$ cat config.mk
export PLATFORM = sky130hd
export DESIGN_NAME = utc_offset_string_parser
export DESIGN_NICKNAME = d
export VERILOG_FILES = /design/src/hdl/utcp_pkg.sv /design/src/hdl/utcp_parser.sv /design/src/hdl/utc_offset_string_parser.sv
export SDC_FILE = /design/constraint.sdc
export NUM_CORES = 1
export LEC_CHECK = 0
export ABC_AREA = 1
export BUFFER_PORTS_ARGS = -buffer_cell sky130_fd_sc_hd__buf_4
export CORE_MARGIN = 2
export CORE_UTILIZATION = 62
export CTS_BUF_LIST = sky130_fd_sc_hd__clkbuf_8
export DETAILED_ROUTE_END_ITERATION = 8
export GPL_TIMING_DRIVEN = 0
export PLACE_DENSITY = 0.85
export SLEW_MARGIN = 20
export SYNTH_ARGS = -nofsm -noshare
export SYNTH_HDL_FRONTEND = slang
export SYNTH_SLANG_ARGS = --single-unit
$ cat constraint.sdc
create_clock -name clk -period 14.4 [get_ports clk]
set_clock_uncertainty 0.2 [all_clocks]
set_input_delay 1.44 -clock clk [delete_from_list [all_inputs] [get_ports clk]]
set_output_delay 1.44 -clock clk [all_outputs]
set_load 0.005 [all_outputs]
$ cat src/hdl/utcp_pkg.sv
// Shared types and constants for the UTC offset string parser.
`default_nettype none

package utcp_pkg;

  localparam int MAX_LEN   = 15;
  localparam int POS_W     = 5;
  localparam int VAL_W     = 7;
  localparam int OFFSET_W  = 17;
  localparam int STATUS_W  = 3;
  localparam int TOTAL_W   = 19;

  localparam logic [POS_W-1:0] POS_MAX   = '1;
  localparam logic [POS_W-1:0] POS_NAME  = POS_W'(3);
  localparam logic [POS_W-1:0] POS_MIN   = POS_W'(4);
  localparam logic [POS_W-1:0] POS_LIMIT = POS_W'(MAX_LEN);

  localparam logic [7:0] CH_PLUS  = 8'h2b;
  localparam logic [7:0] CH_MINUS = 8'h2d;
  localparam logic [7:0] CH_COLON = 8'h3a;
  localparam logic [7:0] CH_ZERO  = 8'h30;
  localparam logic [7:0] CH_NINE  = 8'h39;

  localparam logic [VAL_W-1:0] MAX_MIN_SEC = VAL_W'(59);
  localparam logic [VAL_W-1:0] LIMIT_NEG   = VAL_W'(12);
  localparam logic [VAL_W-1:0] LIMIT_POS   = VAL_W'(14);
  localparam logic [VAL_W-1:0] TEN         = VAL_W'(10);
  localparam logic [TOTAL_W-1:0] SEC_PER_HOUR = TOTAL_W'(3600);
  localparam logic [TOTAL_W-1:0] SEC_PER_MIN  = TOTAL_W'(60);

  typedef enum logic [3:0] {
    PH_SIGN_OR_HOUR = 4'd0,
    PH_HOUR_FIRST   = 4'd1,
    PH_HOUR_SECOND  = 4'd2,
    PH_AFTER_HOUR   = 4'd3,
    PH_MIN_FIRST    = 4'd4,
    PH_MIN_SECOND   = 4'd5,
    PH_AFTER_MIN    = 4'd6,
    PH_SEC_FIRST    = 4'd7,
    PH_SEC_SECOND   = 4'd8,
    PH_DONE         = 4'd9
  } phase_t;

  typedef enum logic [STATUS_W-1:0] {
    ST_OK     = 3'd0,
    ST_SHORT  = 3'd1,
    ST_LONG   = 3'd2,
    ST_FORMAT = 3'd3,
    ST_RANGE  = 3'd4
  } status_t;

  typedef struct packed {
    logic [POS_W-1:0] pos;
    logic             len_over;
    phase_t           phase;
    logic             negative;
    logic [VAL_W-1:0] hour;
    logic [VAL_W-1:0] minute;
    logic [VAL_W-1:0] second;
    logic             fmt_err;
  } parse_state_t;

  typedef struct packed {
    status_t                     status;
    logic signed [OFFSET_W-1:0]  offset_seconds;
  } result_t;

endpackage

`default_nettype wire

$ cat src/hdl/utcp_parser.sv
// Per-byte parse state, end-of-string checks and the stored offset.
`default_nettype none

module utcp_parser
  import utcp_pkg::*;
(
  input  wire logic       clk,
  input  wire logic       rst,
  input  wire logic       consume,
  input  wire logic [7:0] char_byte,
  input  wire logic       last_byte,
  output result_t         result
);

  localparam parse_state_t STATE_RESET = '{
    pos: '0, len_over: 1'b0, phase: PH_SIGN_OR_HOUR, negative: 1'b0,
    hour: '0, minute: '0, second: '0, fmt_err: 1'b0};

  parse_state_t st;
  parse_state_t st_next;
  logic signed [OFFSET_W-1:0] stored_offset;

  logic             is_digit;
  logic             is_colon;
  logic [VAL_W-1:0] digit;
  logic [VAL_W-1:0] limit;
  logic [TOTAL_W-1:0] total;
  logic signed [OFFSET_W-1:0] new_offset;
  status_t          status;

  always_comb begin
    is_digit = (char_byte inside {[CH_ZERO:CH_NINE]});
    is_colon = (char_byte == CH_COLON);
    digit    = is_digit ? VAL_W'(char_byte - CH_ZERO) : '0;
  end

  // Advance the phase machine by one byte.
  always_comb begin
    st_next = st;
    if (st.pos >= POS_LIMIT) begin
      st_next.len_over = 1'b1;
    end
    if (st.pos >= POS_NAME) begin
      case (st.phase)
        PH_SIGN_OR_HOUR: begin
          if (char_byte == CH_PLUS) begin
            st_next.phase = PH_HOUR_FIRST;
          end else if (char_byte == CH_MINUS) begin
            st_next.negative = 1'b1;
            st_next.phase    = PH_HOUR_FIRST;
          end else if (is_digit) begin
            st_next.hour  = digit;
            st_next.phase = PH_HOUR_SECOND;
          end else begin
            st_next.fmt_err = 1'b1;
            st_next.phase   = PH_DONE;
          end
        end
        PH_HOUR_FIRST: begin
          if (is_digit) begin
            st_next.hour  = digit;
            st_next.phase = PH_HOUR_SECOND;
          end else begin
            st_next.fmt_err = 1'b1;
            st_next.phase   = PH_DONE;
          end
        end
        PH_HOUR_SECOND: begin
          if (is_digit) begin
            st_next.hour  = VAL_W'(st.hour * TEN) + digit;
            st_next.phase = PH_AFTER_HOUR;
          end else if (is_colon) begin
            st_next.phase = PH_MIN_FIRST;
          end else begin
            st_next.phase = PH_DONE;
          end
        end
        PH_AFTER_HOUR: begin
          st_next.phase = is_colon ? PH_MIN_FIRST : PH_DONE;
        end
        PH_MIN_FIRST: begin
          if (is_digit) begin
            st_next.minute = digit;
            st_next.phase  = PH_MIN_SECOND;
          end else begin
            st_next.fmt_err = 1'b1;
            st_next.phase   = PH_DONE;
          end
        end
        PH_MIN_SECOND: begin
          if (is_digit) begin
            st_next.minute = VAL_W'(st.minute * TEN) + digit;
            st_next.phase  = PH_AFTER_MIN;
          end else if (is_colon) begin
            st_next.phase = PH_SEC_FIRST;
          end else begin
            st_next.phase = PH_DONE;
          end
        end
        PH_AFTER_MIN: begin
          st_next.phase = is_colon ? PH_SEC_FIRST : PH_DONE;
        end
        PH_SEC_FIRST: begin
          if (is_digit) begin
            st_next.second = digit;
            st_next.phase  = PH_SEC_SECOND;
          end else begin
            st_next.fmt_err = 1'b1;
            st_next.phase   = PH_DONE;
          end
        end
        PH_SEC_SECOND: begin
          if (is_digit) begin
            st_next.second = VAL_W'(st.second * TEN) + digit;
          end
          st_next.phase = PH_DONE;
        end
        default: begin
          st_next.phase = PH_DONE;
        end
      endcase
    end
    if (st.pos != POS_MAX) begin
      st_next.pos = st.pos + POS_W'(1);
    end
  end

  // Judge the string as it stands after this byte.
  always_comb begin
    limit = st_next.negative ? LIMIT_NEG : LIMIT_POS;
    total = TOTAL_W'(st_next.hour) * SEC_PER_HOUR
          + TOTAL_W'(st_next.minute) * SEC_PER_MIN
          + TOTAL_W'(st_next.second);
    new_offset = st_next.negative ? -$signed(total[OFFSET_W-1:0])
                                  : $signed(total[OFFSET_W-1:0]);
    if (st_next.pos < POS_MIN) begin
      status = ST_SHORT;
    end else if (st_next.len_over) begin
      status = ST_LONG;
    end else if (st_next.fmt_err || st_next.phase == PH_SIGN_OR_HOUR ||
                 st_next.phase == PH_HOUR_FIRST || st_next.phase == PH_MIN_FIRST ||
                 st_next.phase == PH_SEC_FIRST) begin
      status = ST_FORMAT;
    end else if (st_next.minute > MAX_MIN_SEC || st_next.second > MAX_MIN_SEC) begin
      status = ST_RANGE;
    end else if (st_next.hour > limit) begin
      status = ST_RANGE;
    end else if (st_next.hour == limit &&
                 (st_next.minute != '0 || st_next.second != '0)) begin
      status = ST_RANGE;
    end else begin
      status = ST_OK;
    end
    result.status         = status;
    result.offset_seconds = (status == ST_OK) ? new_offset : stored_offset;
  end

  always_ff @(posedge clk) begin
    if (rst) begin
      st            <= STATE_RESET;
      stored_offset <= '0;
    end else if (consume) begin
      if (last_byte) begin
        st <= STATE_RESET;
        if (status == ST_OK) begin
          stored_offset <= new_offset;
        end
      end else begin
        st <= st_next;
      end
    end
  end

endmodule

`default_nettype wire

$ cat src/hdl/utc_offset_string_parser.sv
// UTC offset string parser: top level with input and result registers.
//
// Feed a time-zone string one byte per beat, tlast on its final byte; one
// result beat follows each final byte with the status and the stored offset
// in seconds. The block takes one byte per cycle unless stalled: each beat goes
// into an input register, the parse state advances from it, and a final byte
// loads the result register from the input register. Input stalls only while
// a final byte waits for a result register that is still full. Bytes 0 to 2
// are skipped; strings shorter than 4 bytes or longer than MAX_LEN bytes
// report an error and leave the stored offset as it was.
`default_nettype none

module utc_offset_string_parser
  import utcp_pkg::*;
(
  input  wire logic        clk,
  input  wire logic        rst,
  input  wire logic        s_tvalid,
  output logic             s_tready,
  input  wire logic [7:0]  s_tdata,   // [7:0] char_byte
  input  wire logic        s_tlast,   // last_byte
  output logic             m_tvalid,
  input  wire logic        m_tready,
  output logic [23:0]      m_tdata    // [2:0] status, [19:3] offset_seconds, zero above
);

  logic       in_valid;
  logic [7:0] in_byte;
  logic       in_last;
  logic       out_free;
  logic       consume;
  result_t    result;
  result_t    out_result;

  assign out_free = !m_tvalid || m_tready;
  assign consume  = in_valid && (!in_last || out_free);
  assign s_tready = !in_valid || consume;

  utcp_parser u_parser (
    .clk       (clk),
    .rst       (rst),
    .consume   (consume),
    .char_byte (in_byte),
    .last_byte (in_last),
    .result    (result)
  );

  always_ff @(posedge clk) begin
    if (rst) begin
      in_valid <= 1'b0;
    end else if (s_tready) begin
      in_valid <= s_tvalid;
    end
  end

  always_ff @(posedge clk) begin
    if (s_tready && s_tvalid) begin
      in_byte <= s_tdata;
      in_last <= s_tlast;
    end
  end

  // Hold the result beat until taken.
  always_ff @(posedge clk) begin
    if (rst) begin
      m_tvalid <= 1'b0;
    end else if (consume && in_last) begin
      m_tvalid <= 1'b1;
    end else if (m_tready) begin
      m_tvalid <= 1'b0;
    end
  end

  always_ff @(posedge clk) begin
    if (consume && in_last) begin
      out_result <= result;
    end
  end

  assign m_tdata = {4'b0000, out_result.offset_seconds, out_result.status};

endmodule

`default_nettype wire
==> results of run 1 <==
[state kept, by name (all words and copies together), names as in the netlist]
register / count
m_tdata: 20
u_parser.st: 33
in_byte: 8
in_last: 1
u_parser.stored_offset: 17
m_tvalid: 1
in_valid: 1
[cell type report]
type / instances / area (µm²)
clock inverter: 7 / 78.8
tap: 172 / 215
fill: 1126 / 3860
clock buffer: 9 / 124
inverter: 185 / 697
timing repair buffer: 34 / 255
multi-input combinational: 860 / 5360
sequential: 81 / 1910
buffer: 27 / 214
[per-stage QoR]
stage | util (%) | area, µm² | worst slack (ns) | hold WS, ns
after global placement | 68.0 | 8650 | 6.45 | 0.237
after floorplan | - | 8180 | 7.45 | 0.226
final | 69.6 | 8860 | 6.18 | 0.259
after CTS | 69.6 | 8850 | 6.30 | 0.258
after detailed placement | 68.0 | 8650 | 6.32 | 0.242
after global routing | 69.6 | 8860 | 5.42 | 0.275
[cells by family after synthesis]
group	Yosys count	share of synthesized area (%)
flip-flops	81	23.4
AO/OA/AOI/OAI	143	10.2
AND/OR/NAND/NOR	549	30.9
XOR/XNOR	52	5.58
other	1	0.0459
buffers and inverters	212	11.2
adder cells (fa/ha/maj)	112	18.7
[worst max-delay path: cells and delay by family (launching register included)]
kind,cells,cell delay (ns)
xor gates and xnor gates,4,0.67
DFF,1,0.47
buffers and inverters,7,0.81
and+or+nand+nor,25,2.36
AOI/OAI and AO/OA,6,1.16
adders and majority gates,7,2.30
[routing by layer]
metal / vias up / wire (µm) / part of all wire, % / global-route usage [%]
li1: 3803 / - / - / -
met1: 3473 / 9110 / 46 / 40.3
met2: 238 / 8940 / 45 / 47.1
met3: 46 / 1300 / 6.5 / 4.30
met4: 0 / 570 / 2.9 / 11.5
met5: - / 0 / 0 / 0
[path summary, 6_finish.rpt]
path | start | endpoint | slack [ns]
worst max-delay path | in_byte[0] | m_tdata[19] | 6.18
worst max register to register | in_byte[0] | m_tdata[19] | 6.18
worst min-delay path | u_parser.stored_offset[14] | u_parser.stored_offset[14] | 0.26
worst min register to register | u_parser.stored_offset[14] | u_parser.stored_offset[14] | 0.26
[cells in the mapped netlist, types with 9 or more instances]
cell / instances
nand3_1: 56
nor2_1: 68
o211ai_1: 11
dfxtp_1: 52
nand3_2: 9
edfxtp_1: 29
inv_1: 177
o21ai_0: 33
a21oi_1: 64
nand4_1: 27
ha_1: 95
xor2_1: 34
fa_1: 17
nand2_1: 310
nand2_2: 34
xnor2_1: 18
nor3_1: 13
[layout by cell type, fill, tap and decap left out, drive strengths merged, types with 34 or more instances in the layout]
cell   count
ha        95
buf       52
xor2      34
dfxtp     52
nor2      76
nand3     66
nand2    350
inv      186
o21ai     41
a21oi     67
[power breakdown]
part,switching (mW),total [mW],internal [mW]
registers,0.00223,0.242,0.240
clock network,0.0948,0.177,0.0818
logic,0.0346,0.0528,0.0182
total,0.132,0.471,0.340
==> flow_summary.ini, run 1 <==
[status]
run_status = finished clean

[logic_synthesis]
ys.flop_type = dfxtp_1
yosysWarnings = 0
synth_top_area_share_pct = 14.6
syn_area_um2 = 8170
synth.avg_cell_area_um2 = 7.10
synth_edf_count = 29
ys_seq_area_share_pct = 23.4
syn_inst = 1150
synth.top_cells.by_area = ha_1 15%, nand2_1 14%, dfxtp_1 13%, edfxtp_1 11%, inv_1 8.1%
ys_ff_latch = 81
synth_area_leader_cell = ha_1
async_flop_share_pct = 0
ys_types = 56

[floorplanning]
initial_core_util_pct = 64.2
fp-row-count = 41
die_h_um = 119
coreArea_um2 = 12700
die-width_um = 119
fp.dieArea_um2 = 14100
io_pins = 39

[sta]
drv_slew = 0
max-slew-margin-rel_pct = 47.4
hold_violations = 0
finalCritPeriodShare_pct = 57.0
fmax_ghz = 0.122
fin_crit_ns = 8.22
setup_violations = 0
rsz0062_at_grt = false
tightest_slew_ns = 0.788
final.setup.tns_ns = 0

[routing]
drcViolationCount = 0
wire_per_inst_um = 14.5
dr.first_iter.drc_count = 745
drt_wl_total_mm = 19.9
vias_per_cell = 5.50
first_pass_iters = 5
antenna_left = 0
dr_total_vias = 7560

[global_routing]
grt_pass1_wl_mm = 33.7
grt_max_degree = 22
grt-ovfl-total = 0
antenna_found_initial = 0
grt_pass1_vias = 7177
grt_usage_pct = 29.5

[setup_path]
cp_max_fo = 10
critPathSlowestCell = fa_1
cp_slowest_stage_delay_ns = 0.51
arrival_ns = 8.16
cp-start-kind = flip-flop
crit_required_ns = 14.34
worstRegToRegCells = 49
path_class = reg -> reg
critPathCaptureType = flip-flop
cp_common_cell = nand2_1

[min_path]
min_path_cells = 2
hp-class = reg -> reg

[clock_network]
cts_buffers = 9
h-tree-depth = 3
cts_setup_buffers = 0
postCtsHoldBufs = 0
cts.clk_slew.worst_paths_ns = 0.09
cts_tree = done
cts_num_sinks = 81
clk_latency_ns = 0.39
cts-resized-gates = 0
root_buffer = clkbuf_8
cts_buffer_depth = 2

[cells_and_area]
nNetsFinal = 1323
n_antenna_cell = 0
drive_gt1_share_pct = 12.3
area_growth_syn_to_layout_pct = 8.46
fin_cells = 1375

[pwr]
ir_drop_uv = 34.3
power.leakage_nw = 4.76
p_total_mw = 0.471
power_density_nw_per_um2 = 53.2

[placed_design]
dp_cells = 1359
dp_hpwl_mm = 15.9
gp_congestion = 0.955
io_buffers = 34

[flow_run]
max-cap-violations = 0
No activity file was read; power rests on OpenSTA's default activity.
==> inputs of run 2 (changes only) <==
- ABC_AREA: 1 -> 0
- CORE_UTILIZATION: 62 -> 58
- PLACE_DENSITY: 0.85 -> 0.84
- clock period: 14.4 -> 7.49 ns (I/O delays scaled with it)
==> flow_summary.ini, run 2 <==
[global_routing]
grt_pass1_wl_mm = 33.2
antenna_found_initial = 0
grt_max_degree = 22
grt-ovfl-total = 0
grt_pass1_vias = 6607
grt_usage_pct = 29.0

[sta]
fmax_ghz = 0.136
hold_violations = 0
drv_slew = 0
max-slew-margin-rel_pct = 25.0
fin_crit_ns = 7.35
finalCritPeriodShare_pct = 98.2
tightest_slew_ns = 1.11
setup_violations = 0

[logic_synthesis]
async_flop_share_pct = 0
synth_edf_count = 29
syn_area_um2 = 7780
synth.top_cells.by_area = ha_1 15%, dfxtp_1 13%, edfxtp_1 11%, xnor2_1 5.6%, fa_1 4.4%
synth.avg_cell_area_um2 = 8.97
ys_seq_area_share_pct = 24.6
ys.flop_type = dfxtp_1
synth_area_leader_cell = ha_1
synth_top_area_share_pct = 15.3
ys_types = 101
yosysMostFrequentCell = ha_1
netlist_top_cells_count = 95 x ha_1, 80 x nor2_1, 74 x inv_1
ys_ff_latch = 81
syn_inst = 867
yosysWarnings = 0

[setup_path]
cp-start-kind = flip-flop
crit_required_ns = 7.44
critPathCaptureType = flip-flop
cp_max_fo = 6
crit_start = in_byte[5]
arrival_ns = 7.30
r2r-start = in_byte[5]
path_class = reg -> reg

[floorplanning]
die-width_um = 120
initial_core_util_pct = 59.0
io_pins = 39
coreArea_um2 = 13200
fp.dieArea_um2 = 14400
fp-row-count = 42
die_h_um = 120

[routing]
wire_per_inst_um = 19.1
drt_wl_total_mm = 21.4
dr.first_iter.drc_count = 870
vias_per_cell = 6.28
drcViolationCount = 0
antenna_left = 0
first_pass_iters = 9
dr_total_vias = 7044

[cells_and_area]
nNetsFinal = 1066
top_register = u_parser.st
n_antenna_cell = 0
area_growth_syn_to_layout_pct = 16.1
mostFrequentLayoutCells = 85 x ha_1, 77 x nor2_1, 70 x inv_1
fin_cells = 1122
largest_reg_flops = 33
fillCellCount = 984
drive_gt1_share_pct = 20.4
final_common_cell = ha_1
final_core_util_pct = 68.5

[clock_network]
clk_latency_ns = 0.39
postCtsHoldBufs = 0
h-tree-depth = 3
cts.clk_slew.worst_paths_ns = 0.09
root_buffer = clkbuf_8
cts_tree = done
cts_buffers = 9
cts_num_sinks = 81
cts_buffer_depth = 2

[placed_design]
io_buffers = 33
gp_congestion = 0.992
dp_cells = 1079
dp_hpwl_mm = 15.7

[pwr]
power.leakage_nw = 4.09
power_density_nw_per_um2 = 97.7
p_total_mw = 0.882
ir_drop_uv = 85.1

[min_path]
hp-class = reg -> reg
min-delay-start = u_parser.stored_offset[2]

[status]
run_status = finished clean

[flow_run]
max-cap-violations = 0
[run 2: changes by cell type after synthesis, sizes merged, moves of 11 or more]
| cell | delta |
|---|---|
| a21oi | -21 |
| a22oi | +24 |
| a31oi | +12 |
| clkbuf | +17 |
| inv | -108 |
| mux2 | +19 |
| mux2i | +17 |
| nand2 | -306 |
| nand3 | -48 |
| nand4 | -25 |
| xnor2 | +32 |
| xor2 | -11 |
[run 2: power by group]
part | switching (mW) | total [mW] | internal, mW
Combinational | 0.0395 | 0.0616 | 0.0221
Clock | 0.194 | 0.354 | 0.160
Sequential | 0.00653 | 0.466 | 0.460
Total | 0.240 | 0.882 | 0.642
[run 2: area by class of cell]
cell class	count	area [µm²]	area share, %
multi-input cells	669	5700	63.1
flip-flops and latches	81	1910	21.2
repair buffers	65	485	5.38
inverters	77	292	3.23
well taps	176	220	2.44
plain buffers	38	218	2.41
clock buffers	9	124	1.37
clock inverters	7	83.8	0.928
[run 2: what timing repair did]
item                       4_1_cts  5_1_grt
gates resized for setup         17       53
pin swaps                        6       25
cloned                           0        1
buffers inserted                 8       23
setup endpoints to repair       17       15
[run 2: stage by stage]
step	instance area, µm²	hold WS [ns]	setup TNS (ns)	setup WS, ns
2_1_floorplan	7800	0.229	0	0.107
3_3_place_gp	8270	0.255	-7.40	-0.789
3_5_place_dp	8270	0.275	-8.69	-0.855
4_1_cts	8600	0.298	0	0.0134
5_1_grt	9030	0.333	-0.110	-0.0613
6_report	9030	0.299	0	0.136
[run 2: cells by family after synthesis]
| logic type | after synthesis | synth area share (%) |
|---|---|---|
| adders and majority gates | 114 | 19.9 |
| muxes | 36 | 4.94 |
| AOI/OAI and AO/OA | 217 | 19.8 |
| other | 1 | 0.0482 |
| and+or+nand+nor | 225 | 15.6 |
| DFF | 81 | 24.6 |
| xor gates and xnor gates | 73 | 8.32 |
| buffers and inverters | 120 | 6.71 |
[run 2: metal layers]
layer  routed length [µm]  track usage (%)  vias to the layer above
li1                     -                -                     3265
met1                 8940             39.1                     3340
met2                10000             47.0                      362
met3                 1740             4.94                       77
met4                  767             10.4                        0
met5                    0                0                        -
[run 2: path summary, 6_finish.rpt]
path / end / slack (ns) / cells after the start
max reg2reg: m_tdata[16] / 0.14 / 27
min: u_parser.stored_offset[2] / 0.30 / 2
min reg2reg: u_parser.stored_offset[2] / 0.30 / 2
max: m_tdata[16] / 0.14 / 27
[run 2: critical path: stages, from the launching register on]
cell and delay [ns]:
edfxtp_1 0.36, ha_2 0.20, nor3b_4 0.36, buf_6 0.19, and3_4 0.23, ha_4 0.16, ha_4 0.19, o31a_1 0.27
o22a_4 0.27, inv_4 0.08, fa_1 0.43, inv_2 0.09, ha_4 0.22, xnor2_4 0.15, inv_2 0.06, fa_2 0.56
inv_1 0.05, fa_1 0.44, ha_1 0.29, a211oi_2 0.31, nor2_1 0.11, xor2_1 0.22, or4_4 0.62, nor3_4 0.18
nor4b_4 0.29, nor2_1 0.10, xor2_1 0.19, mux2_4 0.27
